--- src/rtl/lmlt_pkg.sv ---
// Types and constants of the LCD mode and line timing block.
// Depends on nothing; used by the interfaces and all RTL modules.
`default_nettype none

package lmlt_pkg;

	localparam int CNT_W      = 10;
	localparam int LINE_W     = 8;
	localparam int CYC_W      = 8;
	localparam int CFG_IDX_W  = 3;
	localparam int CFG_DATA_W = 8;

	localparam logic [CNT_W-1:0]  CYC_OAM           = 10'd80;
	localparam logic [CNT_W-1:0]  CYC_XFER          = 10'd172;
	localparam logic [CNT_W-1:0]  CYC_HBLANK        = 10'd204;
	localparam logic [CNT_W-1:0]  CYC_LINE          = 10'd456;
	localparam logic [LINE_W-1:0] FIRST_VBLANK_LINE = 8'd144;
	localparam logic [LINE_W-1:0] LAST_LINE         = 8'd153;

	typedef enum logic [1:0] {
		PHASE_HBLANK = 2'd0,
		PHASE_VBLANK = 2'd1,
		PHASE_OAM    = 2'd2,
		PHASE_XFER   = 2'd3
	} mode_t;

	typedef enum logic [CFG_IDX_W-1:0] {
		REG_LCD_ENABLE   = 3'd0,
		REG_LINE_COMPARE = 3'd1,
		REG_IRQ_HBLANK   = 3'd2,
		REG_IRQ_VBLANK   = 3'd3,
		REG_IRQ_OAM      = 3'd4,
		REG_IRQ_MATCH    = 3'd5
	} cfg_idx_t;

	typedef struct packed {
		logic              lcd_enable;
		logic [LINE_W-1:0] line_compare;
		logic              irq_on_hblank;
		logic              irq_on_vblank_mode;
		logic              irq_on_oam;
		logic              irq_on_match;
	} cfg_t;

	typedef struct packed {
		mode_t             lcd_mode;
		logic [LINE_W-1:0] current_line;
		logic              match_flag;
		logic              vblank_request;
		logic              lcd_status_request;
	} res_t;

endpackage

`default_nettype wire

--- src/rtl/lmlt_cycles_if.sv ---
// Input channel: one request carries the elapsed machine cycle count.
// Depends on lmlt_pkg.
`default_nettype none

interface lmlt_cycles_if;
	logic                          valid;
	logic                          ready;
	logic [lmlt_pkg::CYC_W-1:0]    elapsed_cycles;

	modport source (output valid, output elapsed_cycles, input ready);
	modport sink (input valid, input elapsed_cycles, output ready);
endinterface

`default_nettype wire

--- src/rtl/lmlt_result_if.sv ---
// Output channel: one request carries mode, line, match flag and interrupt requests.
// Depends on lmlt_pkg.
`default_nettype none

interface lmlt_result_if;
	logic                          valid;
	logic                          ready;
	logic [1:0]                    lcd_mode;
	logic [lmlt_pkg::LINE_W-1:0]   current_line;
	logic                          match_flag;
	logic                          vblank_request;
	logic                          lcd_status_request;

	modport source (output valid, output lcd_mode, output current_line, output match_flag,
		output vblank_request, output lcd_status_request, input ready);
	modport sink (input valid, input lcd_mode, input current_line, input match_flag,
		input vblank_request, input lcd_status_request, output ready);
endinterface

`default_nettype wire

--- src/rtl/lmlt_cfg_if.sv ---
// Configuration write channel: register index and write data.
// Depends on lmlt_pkg.
`default_nettype none

interface lmlt_cfg_if;
	logic                             valid;
	logic                             ready;
	logic [lmlt_pkg::CFG_IDX_W-1:0]   index;
	logic [lmlt_pkg::CFG_DATA_W-1:0]  data;

	modport source (output valid, output index, output data, input ready);
	modport sink (input valid, input index, input data, output ready);
endinterface

`default_nettype wire

--- src/rtl/lmlt_cfg_regs.sv ---
// Configuration register file of the LCD mode and line timing block.
// Depends on lmlt_pkg and lmlt_cfg_if.
`default_nettype none

module lmlt_cfg_regs (
	input  wire logic          clk,
	input  wire logic          arst_n,
	lmlt_cfg_if.sink           cfg,
	output lmlt_pkg::cfg_t     regs
);

	lmlt_pkg::cfg_t regs_q;

	assign cfg.ready = 1'b1;
	assign regs      = regs_q;

	always_ff @(posedge clk or negedge arst_n) begin
		if (!arst_n) begin
			regs_q <= '0;
		end else if (cfg.valid) begin
			case (lmlt_pkg::cfg_idx_t'(cfg.index))
				lmlt_pkg::REG_LCD_ENABLE:   regs_q.lcd_enable         <= cfg.data[0];
				lmlt_pkg::REG_LINE_COMPARE: regs_q.line_compare       <= cfg.data;
				lmlt_pkg::REG_IRQ_HBLANK:   regs_q.irq_on_hblank      <= cfg.data[0];
				lmlt_pkg::REG_IRQ_VBLANK:   regs_q.irq_on_vblank_mode <= cfg.data[0];
				lmlt_pkg::REG_IRQ_OAM:      regs_q.irq_on_oam         <= cfg.data[0];
				lmlt_pkg::REG_IRQ_MATCH:    regs_q.irq_on_match       <= cfg.data[0];
				default: ;
			endcase
		end
	end

endmodule

`default_nettype wire

--- src/rtl/lmlt_core.sv ---
// Timing state (dot counter, mode, line, match) and its one-step update.
// Depends on lmlt_pkg.
`default_nettype none

module lmlt_core (
	input  wire logic                        clk,
	input  wire logic                        arst_n,
	input  wire logic                        advance,
	input  wire logic [lmlt_pkg::CYC_W-1:0]  cyc,
	input  wire lmlt_pkg::cfg_t              cfg,
	output lmlt_pkg::res_t                   res
);

	logic [lmlt_pkg::CNT_W-1:0]  dot_q, dot_d;
	lmlt_pkg::mode_t             mode_q, mode_d;
	logic [lmlt_pkg::LINE_W-1:0] line_q, line_d;
	logic                        match_q, match_d;

	logic [lmlt_pkg::CNT_W:0]    sum;
	logic [lmlt_pkg::CNT_W-1:0]  sat;
	logic [lmlt_pkg::LINE_W-1:0] line_inc;
	logic                        do_cmp;
	logic                        vreq;
	logic                        lreq;

	always_comb begin
		sum      = {1'b0, dot_q} + {{(lmlt_pkg::CNT_W + 1 - lmlt_pkg::CYC_W){1'b0}}, cyc};
		// saturate at the counter's top
		sat      = sum[lmlt_pkg::CNT_W] ? '1 : sum[lmlt_pkg::CNT_W-1:0];
		line_inc = line_q + 8'd1;
		dot_d    = dot_q;
		mode_d   = mode_q;
		line_d   = line_q;
		match_d  = match_q;
		do_cmp   = 1'b0;
		vreq     = 1'b0;
		lreq     = 1'b0;

		if (!cfg.lcd_enable) begin
			dot_d  = '0;
			line_d = '0;
			mode_d = lmlt_pkg::PHASE_HBLANK;
		end else begin
			dot_d = sat;
			case (mode_q)
				lmlt_pkg::PHASE_HBLANK: begin
					if (sat >= lmlt_pkg::CYC_HBLANK) begin
						line_d = line_inc;
						dot_d  = sat - lmlt_pkg::CYC_HBLANK;
						do_cmp = 1'b1;
						if (line_inc != lmlt_pkg::FIRST_VBLANK_LINE) begin
							mode_d = lmlt_pkg::PHASE_OAM;
							lreq   = cfg.irq_on_oam;
						end else begin
							mode_d = lmlt_pkg::PHASE_VBLANK;
							vreq   = 1'b1;
							lreq   = cfg.irq_on_vblank_mode;
						end
					end
				end
				lmlt_pkg::PHASE_VBLANK: begin
					if (sat >= lmlt_pkg::CYC_LINE) begin
						dot_d  = sat - lmlt_pkg::CYC_LINE;
						do_cmp = 1'b1;
						// wrap to the top of the frame
						if (line_inc > lmlt_pkg::LAST_LINE) begin
							line_d = '0;
							mode_d = lmlt_pkg::PHASE_OAM;
							lreq   = cfg.irq_on_oam;
						end else begin
							line_d = line_inc;
						end
					end
				end
				lmlt_pkg::PHASE_OAM: begin
					if (sat >= lmlt_pkg::CYC_OAM) begin
						dot_d  = sat - lmlt_pkg::CYC_OAM;
						mode_d = lmlt_pkg::PHASE_XFER;
					end
				end
				lmlt_pkg::PHASE_XFER: begin
					if (sat >= lmlt_pkg::CYC_XFER) begin
						dot_d  = sat - lmlt_pkg::CYC_XFER;
						mode_d = lmlt_pkg::PHASE_HBLANK;
						lreq   = cfg.irq_on_hblank;
					end
				end
				default: begin
					mode_d = lmlt_pkg::PHASE_HBLANK;
				end
			endcase

			if (do_cmp) begin
				match_d = (line_d == cfg.line_compare);
				if (match_d && cfg.irq_on_match) begin
					lreq = 1'b1;
				end
			end
		end
	end

	always_ff @(posedge clk or negedge arst_n) begin
		if (!arst_n) begin
			dot_q   <= '0;
			mode_q  <= lmlt_pkg::PHASE_HBLANK;
			line_q  <= '0;
			match_q <= 1'b0;
		end else if (advance) begin
			dot_q   <= dot_d;
			mode_q  <= mode_d;
			line_q  <= line_d;
			match_q <= match_d;
		end
	end

	assign res = '{
		lcd_mode:           mode_d,
		current_line:       line_d,
		match_flag:         match_d,
		vblank_request:     vreq,
		lcd_status_request: lreq
	};

endmodule

`default_nettype wire

--- src/rtl/lcd_mode_line_timing.sv ---
// LCD mode and line timing block.
//
// cycles: one request per update carries the machine cycles elapsed since
// the previous one. Each request yields exactly one result request on
// result: the mode, the line, the line-compare flag, and the vblank and
// LCD status interrupt requests raised by that update.
// cfg: register writes (index 0 enable, 1 line compare, 2..5 interrupt
// enables), taken in any cycle; write only while no request is in flight.
//
// A request waits in the input stage, then its result is registered.
// Throughput: one request per cycle while result.ready holds, set by the
// update of the dot counter, mode and line registers between the input
// stage and the result register.
// Reset: control, timing and config registers clear; timing state starts
// at line 0 in horizontal blank with the display off.
// Stall: while result is held, the pending result stays put and one more
// request still enters the input stage; then cycles.ready drops until the
// result is taken.
//
// Depends on lmlt_pkg, the lmlt_*_if interfaces, lmlt_cfg_regs, lmlt_core.
`default_nettype none

module lcd_mode_line_timing (
	input  wire logic      clk,
	input  wire logic      arst_n,
	lmlt_cycles_if.sink    cycles,
	lmlt_result_if.source  result,
	lmlt_cfg_if.sink       cfg
);

	logic                        valid_s1;
	logic [lmlt_pkg::CYC_W-1:0]  cyc_s1;
	logic                        out_valid_q;
	lmlt_pkg::res_t              res_q;
	lmlt_pkg::res_t              res_next;
	lmlt_pkg::cfg_t              regs;
	logic                        advance;

	lmlt_cfg_regs u_cfg_regs (
		.clk    (clk),
		.arst_n (arst_n),
		.cfg    (cfg),
		.regs   (regs)
	);

	lmlt_core u_core (
		.clk     (clk),
		.arst_n  (arst_n),
		.advance (advance),
		.cyc     (cyc_s1),
		.cfg     (regs),
		.res     (res_next)
	);

	// move the staged request into the result register when it is free
	assign advance      = valid_s1 && (!out_valid_q || result.ready);
	assign cycles.ready = !valid_s1 || advance;

	always_ff @(posedge clk or negedge arst_n) begin
		if (!arst_n) begin
			valid_s1 <= 1'b0;
		end else if (cycles.valid && cycles.ready) begin
			valid_s1 <= 1'b1;
		end else if (advance) begin
			valid_s1 <= 1'b0;
		end
	end

	always_ff @(posedge clk) begin
		if (cycles.valid && cycles.ready) begin
			cyc_s1 <= cycles.elapsed_cycles;
		end
	end

	always_ff @(posedge clk or negedge arst_n) begin
		if (!arst_n) begin
			out_valid_q <= 1'b0;
		end else if (advance) begin
			out_valid_q <= 1'b1;
		end else if (result.ready) begin
			out_valid_q <= 1'b0;
		end
	end

	always_ff @(posedge clk) begin
		if (advance) begin
			res_q <= res_next;
		end
	end

	assign result.valid              = out_valid_q;
	assign result.lcd_mode           = res_q.lcd_mode;
	assign result.current_line       = res_q.current_line;
	assign result.match_flag         = res_q.match_flag;
	assign result.vblank_request     = res_q.vblank_request;
	assign result.lcd_status_request = res_q.lcd_status_request;

endmodule

`default_nettype wire

--- src/flat_wrapper.sv ---
// flat-port wrapper written by rule: the top's interface ports become plain ports
module lcd_mode_line_timing_flat 
  (clk, arst_n, cycles_valid, cycles_elapsed_cycles, cycles_ready, result_valid, result_lcd_mode, result_current_line, result_match_flag, result_vblank_request, result_lcd_status_request, result_ready, cfg_valid, cfg_index, cfg_data, cfg_ready);
  lmlt_cycles_if cycles_i ();
  lmlt_result_if result_i ();
  lmlt_cfg_if cfg_i ();
  input  wire logic clk;
  input  wire logic arst_n;
  input wire logic [$bits(cycles_i.valid)-1:0] cycles_valid;
  input wire logic [$bits(cycles_i.elapsed_cycles)-1:0] cycles_elapsed_cycles;
  output wire logic [$bits(cycles_i.ready)-1:0] cycles_ready;
  output wire logic [$bits(result_i.valid)-1:0] result_valid;
  output wire logic [$bits(result_i.lcd_mode)-1:0] result_lcd_mode;
  output wire logic [$bits(result_i.current_line)-1:0] result_current_line;
  output wire logic [$bits(result_i.match_flag)-1:0] result_match_flag;
  output wire logic [$bits(result_i.vblank_request)-1:0] result_vblank_request;
  output wire logic [$bits(result_i.lcd_status_request)-1:0] result_lcd_status_request;
  input wire logic [$bits(result_i.ready)-1:0] result_ready;
  input wire logic [$bits(cfg_i.valid)-1:0] cfg_valid;
  input wire logic [$bits(cfg_i.index)-1:0] cfg_index;
  input wire logic [$bits(cfg_i.data)-1:0] cfg_data;
  output wire logic [$bits(cfg_i.ready)-1:0] cfg_ready;
  assign cycles_i.valid = cycles_valid;
  assign cycles_i.elapsed_cycles = cycles_elapsed_cycles;
  assign cycles_ready = cycles_i.ready;
  assign result_valid = result_i.valid;
  assign result_lcd_mode = result_i.lcd_mode;
  assign result_current_line = result_i.current_line;
  assign result_match_flag = result_i.match_flag;
  assign result_vblank_request = result_i.vblank_request;
  assign result_lcd_status_request = result_i.lcd_status_request;
  assign result_i.ready = result_ready;
  assign cfg_i.valid = cfg_valid;
  assign cfg_i.index = cfg_index;
  assign cfg_i.data = cfg_data;
  assign cfg_ready = cfg_i.ready;
  lcd_mode_line_timing u_core (.clk(clk), .arst_n(arst_n), .cycles(cycles_i), .result(result_i), .cfg(cfg_i));
endmodule
--- config.mk ---
export PLATFORM = sky130hd
export DESIGN_NAME = lcd_mode_line_timing_flat
export DESIGN_NICKNAME = d
export VERILOG_FILES = /design/src/rtl/lmlt_pkg.sv /design/src/rtl/lmlt_cycles_if.sv /design/src/rtl/lmlt_result_if.sv /design/src/rtl/lmlt_cfg_if.sv /design/src/rtl/lmlt_cfg_regs.sv /design/src/rtl/lmlt_core.sv /design/src/rtl/lcd_mode_line_timing.sv /design/src/flat_wrapper.sv
export SDC_FILE = /design/constraint.sdc
export NUM_CORES = 1
export LEC_CHECK = 0
export ABC_AREA = 1
export BUFFER_PORTS_ARGS = -buffer_cell sky130_fd_sc_hd__buf_4
export CAP_MARGIN = 30
export CORE_UTILIZATION = 35
export DETAILED_ROUTE_END_ITERATION = 10
export PLACE_DENSITY = 0.51
export SETUP_SLACK_MARGIN = 0.3
export SYNTH_ARGS = -nofsm -noshare
export SYNTH_HDL_FRONTEND = slang
export SYNTH_SLANG_ARGS = --single-unit
export TNS_END_PERCENT = 20
--- constraint.sdc ---
create_clock -name clk -period 10.55 [get_ports clk]
set_input_delay 1.055 -clock clk [delete_from_list [all_inputs] [get_ports clk]]
set_output_delay 1.055 -clock clk [all_outputs]
set_load 0.01 [all_outputs]
; ---- After elaboration in Yosys (flattened, before gate mapping)
; Cells that the tools add are included.
[totals]
ff_bits = 57
inputBits = 24
output_inout_bits = 16
elab_cells = 97
[op_classes]
n_addsub = 6
n_lt_le_gt_ge = 5
n_eq_ne = 10
muxes = 40
reduce_logical = 18
[ops]
columns = op, n
row1 = 10-bit two-way mux, 6
row2 = 8-bit two-way mux, 5
row3 = 10-bit one-hot mux with 4 select lines, 1
row4 = 10-bit by 8-bit greater-or-equal comparator with 1-bit output (second input constant), 2
row5 = 10-bit by 8-bit subtractor with 10-bit output (second input constant), 2
row6 = 1-bit two-way mux, 17
row7 = 8-bit one-hot mux with 2 select lines, 1
row8 = 2-bit two-way mux, 7
row9 = 2-bit AND reduction, 6
row10 = 10-bit by 8-bit adder with 11-bit output, 1
row11 = 10-bit by 7-bit greater-or-equal comparator with 1-bit output (second input constant), 1
row12 = 10-bit by 9-bit greater-or-equal comparator with 1-bit output (second input constant), 1
row13 = 10-bit by 7-bit subtractor with 10-bit output (second input constant), 1
row14 = 10-bit by 9-bit subtractor with 10-bit output (second input constant), 1
row15 = 8-bit by 1-bit adder with 8-bit output (second input constant), 1
row16 = 8-bit equality test, 1
row17 = 8-bit greater-than comparator (second input constant), 1
row18 = 8-bit != test (second input constant), 1
row19 = 2-bit one-hot mux with 4 select lines, 1
row20 = 3-bit by 2-bit equality test with 1-bit output (second input constant), 2
row21 = 3-bit equality test (second input constant), 2
row22 = 2-bit equality test (second input constant), 2
row23 = 2-bit nonzero test, 2
row24 = 3-bit by 1-bit equality test with 1-bit output (second input constant), 1
row25 = 9 further kinds, 13

; ---- Longest topological paths before layout
; Gate-level depths: netlist of run 1.
[depth]
ltp_word = 10
ltp_mapped = 28
mapped_depth_nobuf = 28

; ---- Hierarchy
; From an unflattened synthesis of run 1, not the netlist that was laid out.
[unflattened]
hier_cells = 619
area_unflattened_um2 = 4390.5
[modules_own_cells]
columns = mod, n_inst, cells_per_inst, area_each_um2, seq_area_each_um2
row1 = lmlt_core, 1, 513, 3076.7, 525.5
row2 = lcd_mode_line_timing, 1, 33, 725.7, 680.7
row3 = lmlt_cfg_regs, 1, 73, 588.1, 325.3

; ---- Worst setup path after synthesis of run 1
; OpenSTA, ideal clock, no wires.
[synth_path]
path_kind = flip-flop to flip-flop
start = register u_core.u_core.dot_q[0] (netlist bit)
end = register u_core.res_q, in the netlist u_core.result.match_flag, data pin
setup_time_ns = 0.259
t_arrival_ns = 3.227
t_required_ns = 10.291
path_slack_ns = 7.063
stages_incl_launch_ff = 22
n_path_buf = 0
synth_period_minus_slack_ns = 3.487
path_cell_list = dfrtp_1 > ha_1 > fa_1 > nand2_1 > nand2_2 > nand3_2 > nand2_4 > nand2_8 > inv_1 > nor2_2 > ha_1 > inv_1 > a21oi_1 > inv_1 > nand3_2 > nand2_4 > nand2_4 > inv_1 > nor2_1 > nor2_1 > or2_2 > a21boi_1
[synth_lines]
columns = item, line_no
row1 = from (decl), lmlt_core.sv:14  ; logic [lmlt_pkg::CNT_W-1:0] dot_q, dot_d;
row2 = from (signal assigned), lmlt_core.sv:109  ; dot_q <= dot_d;
row3 = to (signal assigned), lcd_mode_line_timing.sv:87  ; res_q <= res_next;
row4 = to (decl), lcd_mode_line_timing.sv:34  ; lmlt_pkg::res_t res_q;

==> flow_summary.json, run 1 <==
{
  "coreArea_sq_um": 12200,
  "yosys_warnings": 0,
  "cp_top_family": "simple AND/OR/NAND/NOR gates",
  "ir_drop_mv": 0.131,
  "rsz0062_at_grt": "no",
  "relSlewSlack_pct": 30.1,
  "startpoint": "u_core.u_core.dot_q[0]$_DFFE_PN0P_",
  "final_max_slew_viol_count": 0,
  "ys.flop_type": "dfrtp_1",
  "skew_ns": 0.00586,
  "min_from": "u_core.u_core.match_q$_DFFE_PN0P_",
  "clock_sink_count": 57,
  "start_util_pct": 36.4,
  "fillers": 1286,
  "num_io_pins": 40,
  "viasPerCell": 5.02,
  "cts_setup_buffers": 0,
  "reg2reg_from": "u_core.u_core.dot_q[0]$_DFFE_PN0P_",
  "cts_buffers": 9,
  "io_buffers": 38,
  "hp-class": "reg -> reg",
  "crit_fanout": 11,
  "endpoint_kind": "flop",
  "antenna_found_initial": 0,
  "ctsHoldBuffers": 0,
  "clockBufferDepth": 2,
  "slowest_delay_ns": 0.43,
  "synth_edf_count": 21,
  "synth_area_leaders": "dfrtp_1 (20%), nand2_1 (14%), edfxtp_1 (14%)",
  "synthDistinctLibCells": 52,
  "drive_gt1_share_pct": 13.8,
  "final-setup-viol-count": 0,
  "crit_arrival_ns": 4.31,
  "grt_pass1_vias": 3971,
  "synth_fp_nets": 667,
  "syn_area_per_cell_sq_um": 7.14,
  "fin_setup_tns_ns": 0,
  "max_freq_mhz": 237,
  "dieArea_sq_um": 13200,
  "insertion_delay_ns": 0.34,
  "max-cap-violations": 0,
  "cp_data_required_time_ns": 10.63,
  "syn2layout_area_growth_pct": 17.3,
  "cpMostUsedCell": "inv_1",
  "seq_area_frac_synth_pct": 34.4,
  "path_class": "reg -> reg",
  "grt_start_max_net_pins": 37,
  "worstPathCellList": "ha_1, fa_1, nand2_1, nand2_2, nand3_2, nand2_4, nand2_8, inv_1, nor2_2, ha_1, inv_1, a21oi_1, inv_1, nand3_2, nand2_4, nand2_4, inv_1, nor2_1, nor2_1, or2_2, a21boi_1",
  "clkTransAtPathRegs_ns": 0.05,
  "drt_iter0_markers": 322,
  "fin_crit_sh_pct": 40.0,
  "grt-ovfl-total": 0,
  "rows": 40,
  "dp_hpwl_microns": 9380,
  "synth.top_cell.area_share_pct": 20.3,
  "ys_ff_latch": 57,
  "final_nets": 707,
  "drtPass1Iterations": 5,
  "track_usage_pct": 21.0,
  "critical_path_buf_inv_count": 4,
  "yosysTopAreaCell": "dfrtp_1",
  "crit_slowest_cell": "fa_1",
  "status": "finished, final reports clean",
  "power_density_nw_per_um2": 335,
  "period_needed_ns": 4.22,
  "async_flop_share_pct": 63.2,
  "antenna_cells": 0,
  "grt_pass1_wl_microns": 20800,
  "die_y_microns": 115,
  "synth_cells": 623,
  "post-route-drc-count": 0,
  "place_congestion": 0.943,
  "die_w_microns": 115,
  "vias": 4198,
  "power_leakage_nw": 2.60,
  "syn_area_sq_um": 4450,
  "cts_tree": "built",
  "cp-start-kind": "flop",
  "hold_viol_final": 0,
  "drtAntennaViolNets": 0,
  "wl_per_cell_microns": 14.9,
  "h-tree-depth": 3,
  "drt-total-wl_microns": 12500,
  "ctsRootBufferMaster": "clkbuf_16",
  "tightest_slew_ns": 1.05,
  "cts.repair.resized": 0,
  "hold_slack_ns": 0.471
}
[flip-flops by register name (all words and copies together), names as in the netlist]
| signal | cells |
|---|---|
| u_core.u_core.match_q | 1 |
| u_core.cyc_s1 | 8 |
| u_core.u_core.mode_q | 2 |
| u_core.result.vblank_request | 1 |
| u_core.result.current_line | 8 |
| u_core.valid_s1 | 1 |
| u_core.result.valid | 1 |
| u_core.result.lcd_mode | 2 |
| u_core.u_core.dot_q | 10 |
| u_core.result.match_flag | 1 |
| u_core.u_core.line_q | 8 |
| u_core.u_cfg_regs.regs | 13 |
| u_core.result.lcd_status_request | 1 |
[worst reg2reg max path: stages (launching register included)]
cell and delay, ns:
dfrtp_1 0.37, ha_1 0.26, fa_1 0.43, nand2_1 0.09
nand2_2 0.08, nand3_2 0.11, nand2_4 0.09, nand2_8 0.13
inv_1 0.08, nor2_2 0.35, ha_1 0.22, inv_1 0.05
a21oi_1 0.22, inv_1 0.11, nand3_2 0.17, nand2_4 0.12
nand2_4 0.16, inv_1 0.15, nor2_1 0.25, nor2_1 0.10
or2_2 0.30, a21boi_1 0.14
[cell usage after synthesis (2+ instances only)]
cell       number
nand4_1        13
a21boi_0        3
a221oi_1        2
o21ai_1         2
nor2_2          7
nand2_1       169
a22o_1          3
nor2_1         61
nand2_2         5
a21oi_1        22
nor2_8          2
o21ai_0        38
o2111ai_1       4
clkbuf_1        6
o22ai_1         2
nand3_4         3
edfxtp_1       21
nand3_1        64
or2_2           2
ha_1           19
dfrtp_1        36
mux2_2          2
xor2_1          9
nor3_1          5
buf_2           2
inv_1          84
or2_1           2
xnor2_1         2
nand3_2         3
nand3b_1        2
nand2_4         7
[layout make-up]
class | count | area [sq um] | area share, %
Clock buffer | 14 | 284 | 5.44
Inverter | 87 | 329 | 6.31
Tap cell | 168 | 210 | 4.03
Sequential cell | 57 | 1530 | 29.3
Multi-Input combinational cell | 469 | 2540 | 48.6
Clock inverter | 2 | 35.0 | 0.671
Timing Repair Buffer | 39 | 293 | 5.61
[logic make-up (layout without fill, tap and decap cells)]
family / Yosys count / after routing / synth area share, %
mux: 2 / 2 / 0.506
flops: 57 / 57 / 34.4
compound gates: 83 / 83 / 10.8
buf+inv: 97 / 142 / 8.55
fa+ha+maj: 20 / 20 / 5.79
simple gates: 352 / 352 / 37.7
xor+xnor: 11 / 11 / 2.17
other cells: 1 / 1 / 0.0843
[placed cells by master (no fill, tap or decap), drive strengths merged]
cell type	count
a211oi	1
a21boi	4
a21oi	23
a221oi	2
a22o	3
a31o	1
a31oi	1
a32o	1
and3	1
buf	39
bufinv	1
clkbuf	14
clkinv	2
conb	1
dfrtp	36
edfxtp	21
fa	1
ha	19
inv	86
mux2	2
nand2	182
nand2b	1
nand3	70
nand3b	2
nand4	13
nor2	71
nor3	6
nor4	1
nor4b	1
o2111ai	4
o211ai	1
o21ai	40
o22ai	2
or2	4
xnor2	2
xor2	9
[metrics by stage]
stage | setup slack [ns] | power [W] | util (%) | instances | area [sq um]
after detailed placement | 6.38 | 0.00142 | 40.1 | 820 | 4900
after global routing | 6.00 | 0.00192 | 42.7 | 836 | 5220
after CTS | 6.35 | 0.00175 | 42.7 | 836 | 5220
final | 6.33 | 0.00175 | 42.7 | 836 | 5220
after global placement | 6.44 | 0.00142 | 40.1 | 820 | 4900
after floorplan | 7.06 | 0.00114 | - | 623 | 4450
[path summary, 6_finish.rpt]
| kind | cells after the start | slack (ns) | to |
|---|---|---|---|
| worst min register to register | 2 | 0.47 | u_core.u_core.match_q$_DFFE_PN0P_ |
| min in group asynchronous | 1 | 0.69 | u_core.u_core.dot_q[7]$_DFFE_PN0P_ |
| worst max register to register | 21 | 6.33 | u_core.result.match_flag$_DFFE_PP_ |
| worst min-delay path | 2 | 0.47 | u_core.u_core.match_q$_DFFE_PN0P_ |
| worst max-delay path | 21 | 6.33 | u_core.result.match_flag$_DFFE_PP_ |
| max in group asynchronous | 1 | 9.49 | u_core.u_core.mode_q[0]$_DFFE_PN0P_ |
[routing by layer]
layer	track usage [%]	share of wire, %	up-vias
met1	31.8	52	1942
li1	-	-	2124
met3	5.11	6.0	13
met4	6.67	1.3	0
met2	28.8	41	119
met5	0	0	-
[power by group]
group	switching (W)	leakage, nW	total [W]	internal (W)
registers	0.0000513	0.655	0.000357	0.000306
logic	0.000732	1.79	0.00108	0.000347
clock network	0.000104	0.159	0.000312	0.000208
total	0.000887	2.60	0.00175	0.000861
Note: power is estimated with default switching activity, not from simulation.
==> run 2, diff against run 1 <==
==> constraint.sdc (replaced) <==
create_clock -name clk -period 4.02 [get_ports clk]
set_input_delay 0.402 -clock clk [delete_from_list [all_inputs] [get_ports clk]]
set_output_delay 0.402 -clock clk [all_outputs]
set_load 0.01 [all_outputs]
==> flow_summary.json, run 2 (synthesized netlist as in run 1, its figures left out) <==
{
  "relSlewSlack_pct": 42.3,
  "final-setup-viol-count": 0,
  "drive_gt1_share_pct": 22.1,
  "grt_pass1_wl_microns": 20600,
  "slowest_delay_ns": 0.42,
  "ctsRootBufferMaster": "clkbuf_16",
  "rows": 40,
  "die_y_microns": 115,
  "pre_cts_slack_ns": 0.125,
  "clkTransAtPathRegs_ns": 0.05,
  "vias": 4418,
  "final_common_cell": "nand2_1",
  "final_nets": 736,
  "num_io_pins": 40,
  "skew_ns": 0.00571,
  "post-route-drc-count": 0,
  "fin_crit_sh_pct": 88.0,
  "max-cap-violations": 0,
  "viasPerCell": 5.11,
  "drtAntennaViolNets": 0,
  "r2r_cells": 20,
  "crit_slowest_cell": "edfxtp_1",
  "wl_per_cell_microns": 15.6,
  "final_max_slew_viol_count": 0,
  "final_area_sq_um": 5690,
  "crit_fanout": 7,
  "coreArea_sq_um": 12200,
  "fillers": 1255,
  "final_cell_count_no_fill": 865,
  "worstPathCellList": "ha_4, fa_2, nand2_1, nand2_2, nand3_4, nand2_4, nand2_8, buf_4, nand2_1, inv_1, ha_1, nand2_1, nor3_1, nand3_1, and3_1, inv_1, nand2_1, o21ai_0, a221oi_1, o22ai_1",
  "insertion_delay_ns": 0.34,
  "status": "finished, final reports clean",
  "rr_endpoint": "u_core.u_core.dot_q[8]$_DFFE_PN0P_",
  "track_usage_pct": 20.7,
  "hold_viol_final": 0,
  "start_util_pct": 36.4,
  "drt-total-wl_microns": 13500,
  "grt_pass1_vias": 4077,
  "endpoint_kind": "flop",
  "clock_sink_count": 57,
  "h-tree-depth": 3,
  "die_w_microns": 115,
  "dieArea_sq_um": 13200,
  "grt-ovfl-total": 0,
  "power_leakage_nw": 2.78,
  "clockBufferDepth": 2,
  "crit_arrival_ns": 3.78,
  "fin_ws_ns": 0.483,
  "place_area_sq_um": 4930,
  "drt_iter0_markers": 388,
  "ctsHoldBuffers": 0,
  "cts_tree": "built",
  "startpoint": "u_core.cyc_s1[0]$_DFFE_PP_",
  "rrSetupSlack_ns": 0.48,
  "fin_setup_tns_ns": 0,
  "reg2reg_from": "u_core.cyc_s1[0]$_DFFE_PP_",
  "cp_top_family": "simple AND/OR/NAND/NOR gates",
  "tightest_slew_ns": 0.864,
  "critical_path_buf_inv_count": 3,
  "final_util_pct": 46.6,
  "ir_drop_mv": 0.428,
  "syn2layout_area_growth_pct": 27.8,
  "cp_data_required_time_ns": 4.26,
  "max_freq_mhz": 283,
  "place_inst": 824,
  "crit_cells": 20,
  "layout.cells.most_common_list": "nand2_1 (167), inv_1 (78), buf_4 (63), nand3_1 (59), nor2_1 (56)",
  "place_congestion": 0.912,
  "largest_reg_flops": 13,
  "drtPass1Iterations": 6,
  "antenna_found_initial": 0,
  "dp_hpwl_microns": 9680,
  "hp-class": "in -> async",
  "rsz0062_at_grt": "yes",
  "cpMostUsedCell": "nand2_1",
  "grt_start_max_net_pins": 37,
  "antenna_cells": 0,
  "io_buffers": 38,
  "power_density_nw_per_um2": 922,
  "path_class": "reg -> reg",
  "cp-start-kind": "flop",
  "period_needed_ns": 3.54,
  "endpoint": "u_core.u_core.dot_q[8]$_DFFE_PN0P_",
  "cts_buffers": 9
}
run 2: where the power goes:
part | switching (W) | total (W) | leakage (nW) | internal (W)
sequential | 0.000149 | 0.000953 | 0.655 | 0.000804
combinational | 0.00218 | 0.00345 | 1.97 | 0.00127
clock | 0.000281 | 0.000839 | 0.159 | 0.000558
run 2: through the flow:
step                      hold WS, ns  total power, W
final                          0.0389         0.00524
after global routing           0.0755         0.00564
after CTS                      0.0559         0.00471
after detailed placement        0.418         0.00377
after global placement          0.417         0.00378
after floorplan                 0.106         0.00300
run 2: how the worst min path moves through the flow:
stage	startpoint	to	slack, ns	cells after the start
after floorplan	arst_n	u_core.result.valid$_DFFE_PN0P_	0.11	0
after global placement	arst_n	u_core.u_core.dot_q[9]$_DFFE_PN0P_	0.42	1
after detailed placement	arst_n	u_core.u_core.dot_q[7]$_DFFE_PN0P_	0.42	1
after CTS	arst_n	u_core.u_cfg_regs.regs[10]$_DFFE_PN0P_	0.06	1
after global routing	arst_n	u_core.u_core.line_q[2]$_DFFE_PN0P_	0.08	1
final	arst_n	u_core.u_core.line_q[4]$_DFFE_PN0P_	0.04	1
run 2: repair_timing:
| action | in CTS | in global routing |
|---|---|---|
| endpoints found under the setup margin | 8 | 21 |
| pin swaps | 1 | 26 |
| gates resized for setup | 10 | 45 |
| setup buffers | 2 | 21 |
| cloned | 0 | 2 |
run 2: final cells by class:
type	instances	area (sq um)	share of cell area [%]
inverter	87	334	5.88
clock inverter	5	78.8	1.39
timing repair buffer	66	507	8.91
tap	168	210	3.70
sequential	57	1530	26.9
clock buffer	11	243	4.27
multi-input combinational	471	2780	48.9
run 2: layer usage:
metal / GRT usage [%] / wire length, microns / vias up
met4: 7.45 / 236 / 0
met3: 3.80 / 656 / 23
met2: 30.5 / 5860 / 128
li1: - / - / 2201
met1: 30.3 / 6750 / 2066
met5: 0 / 0 / -
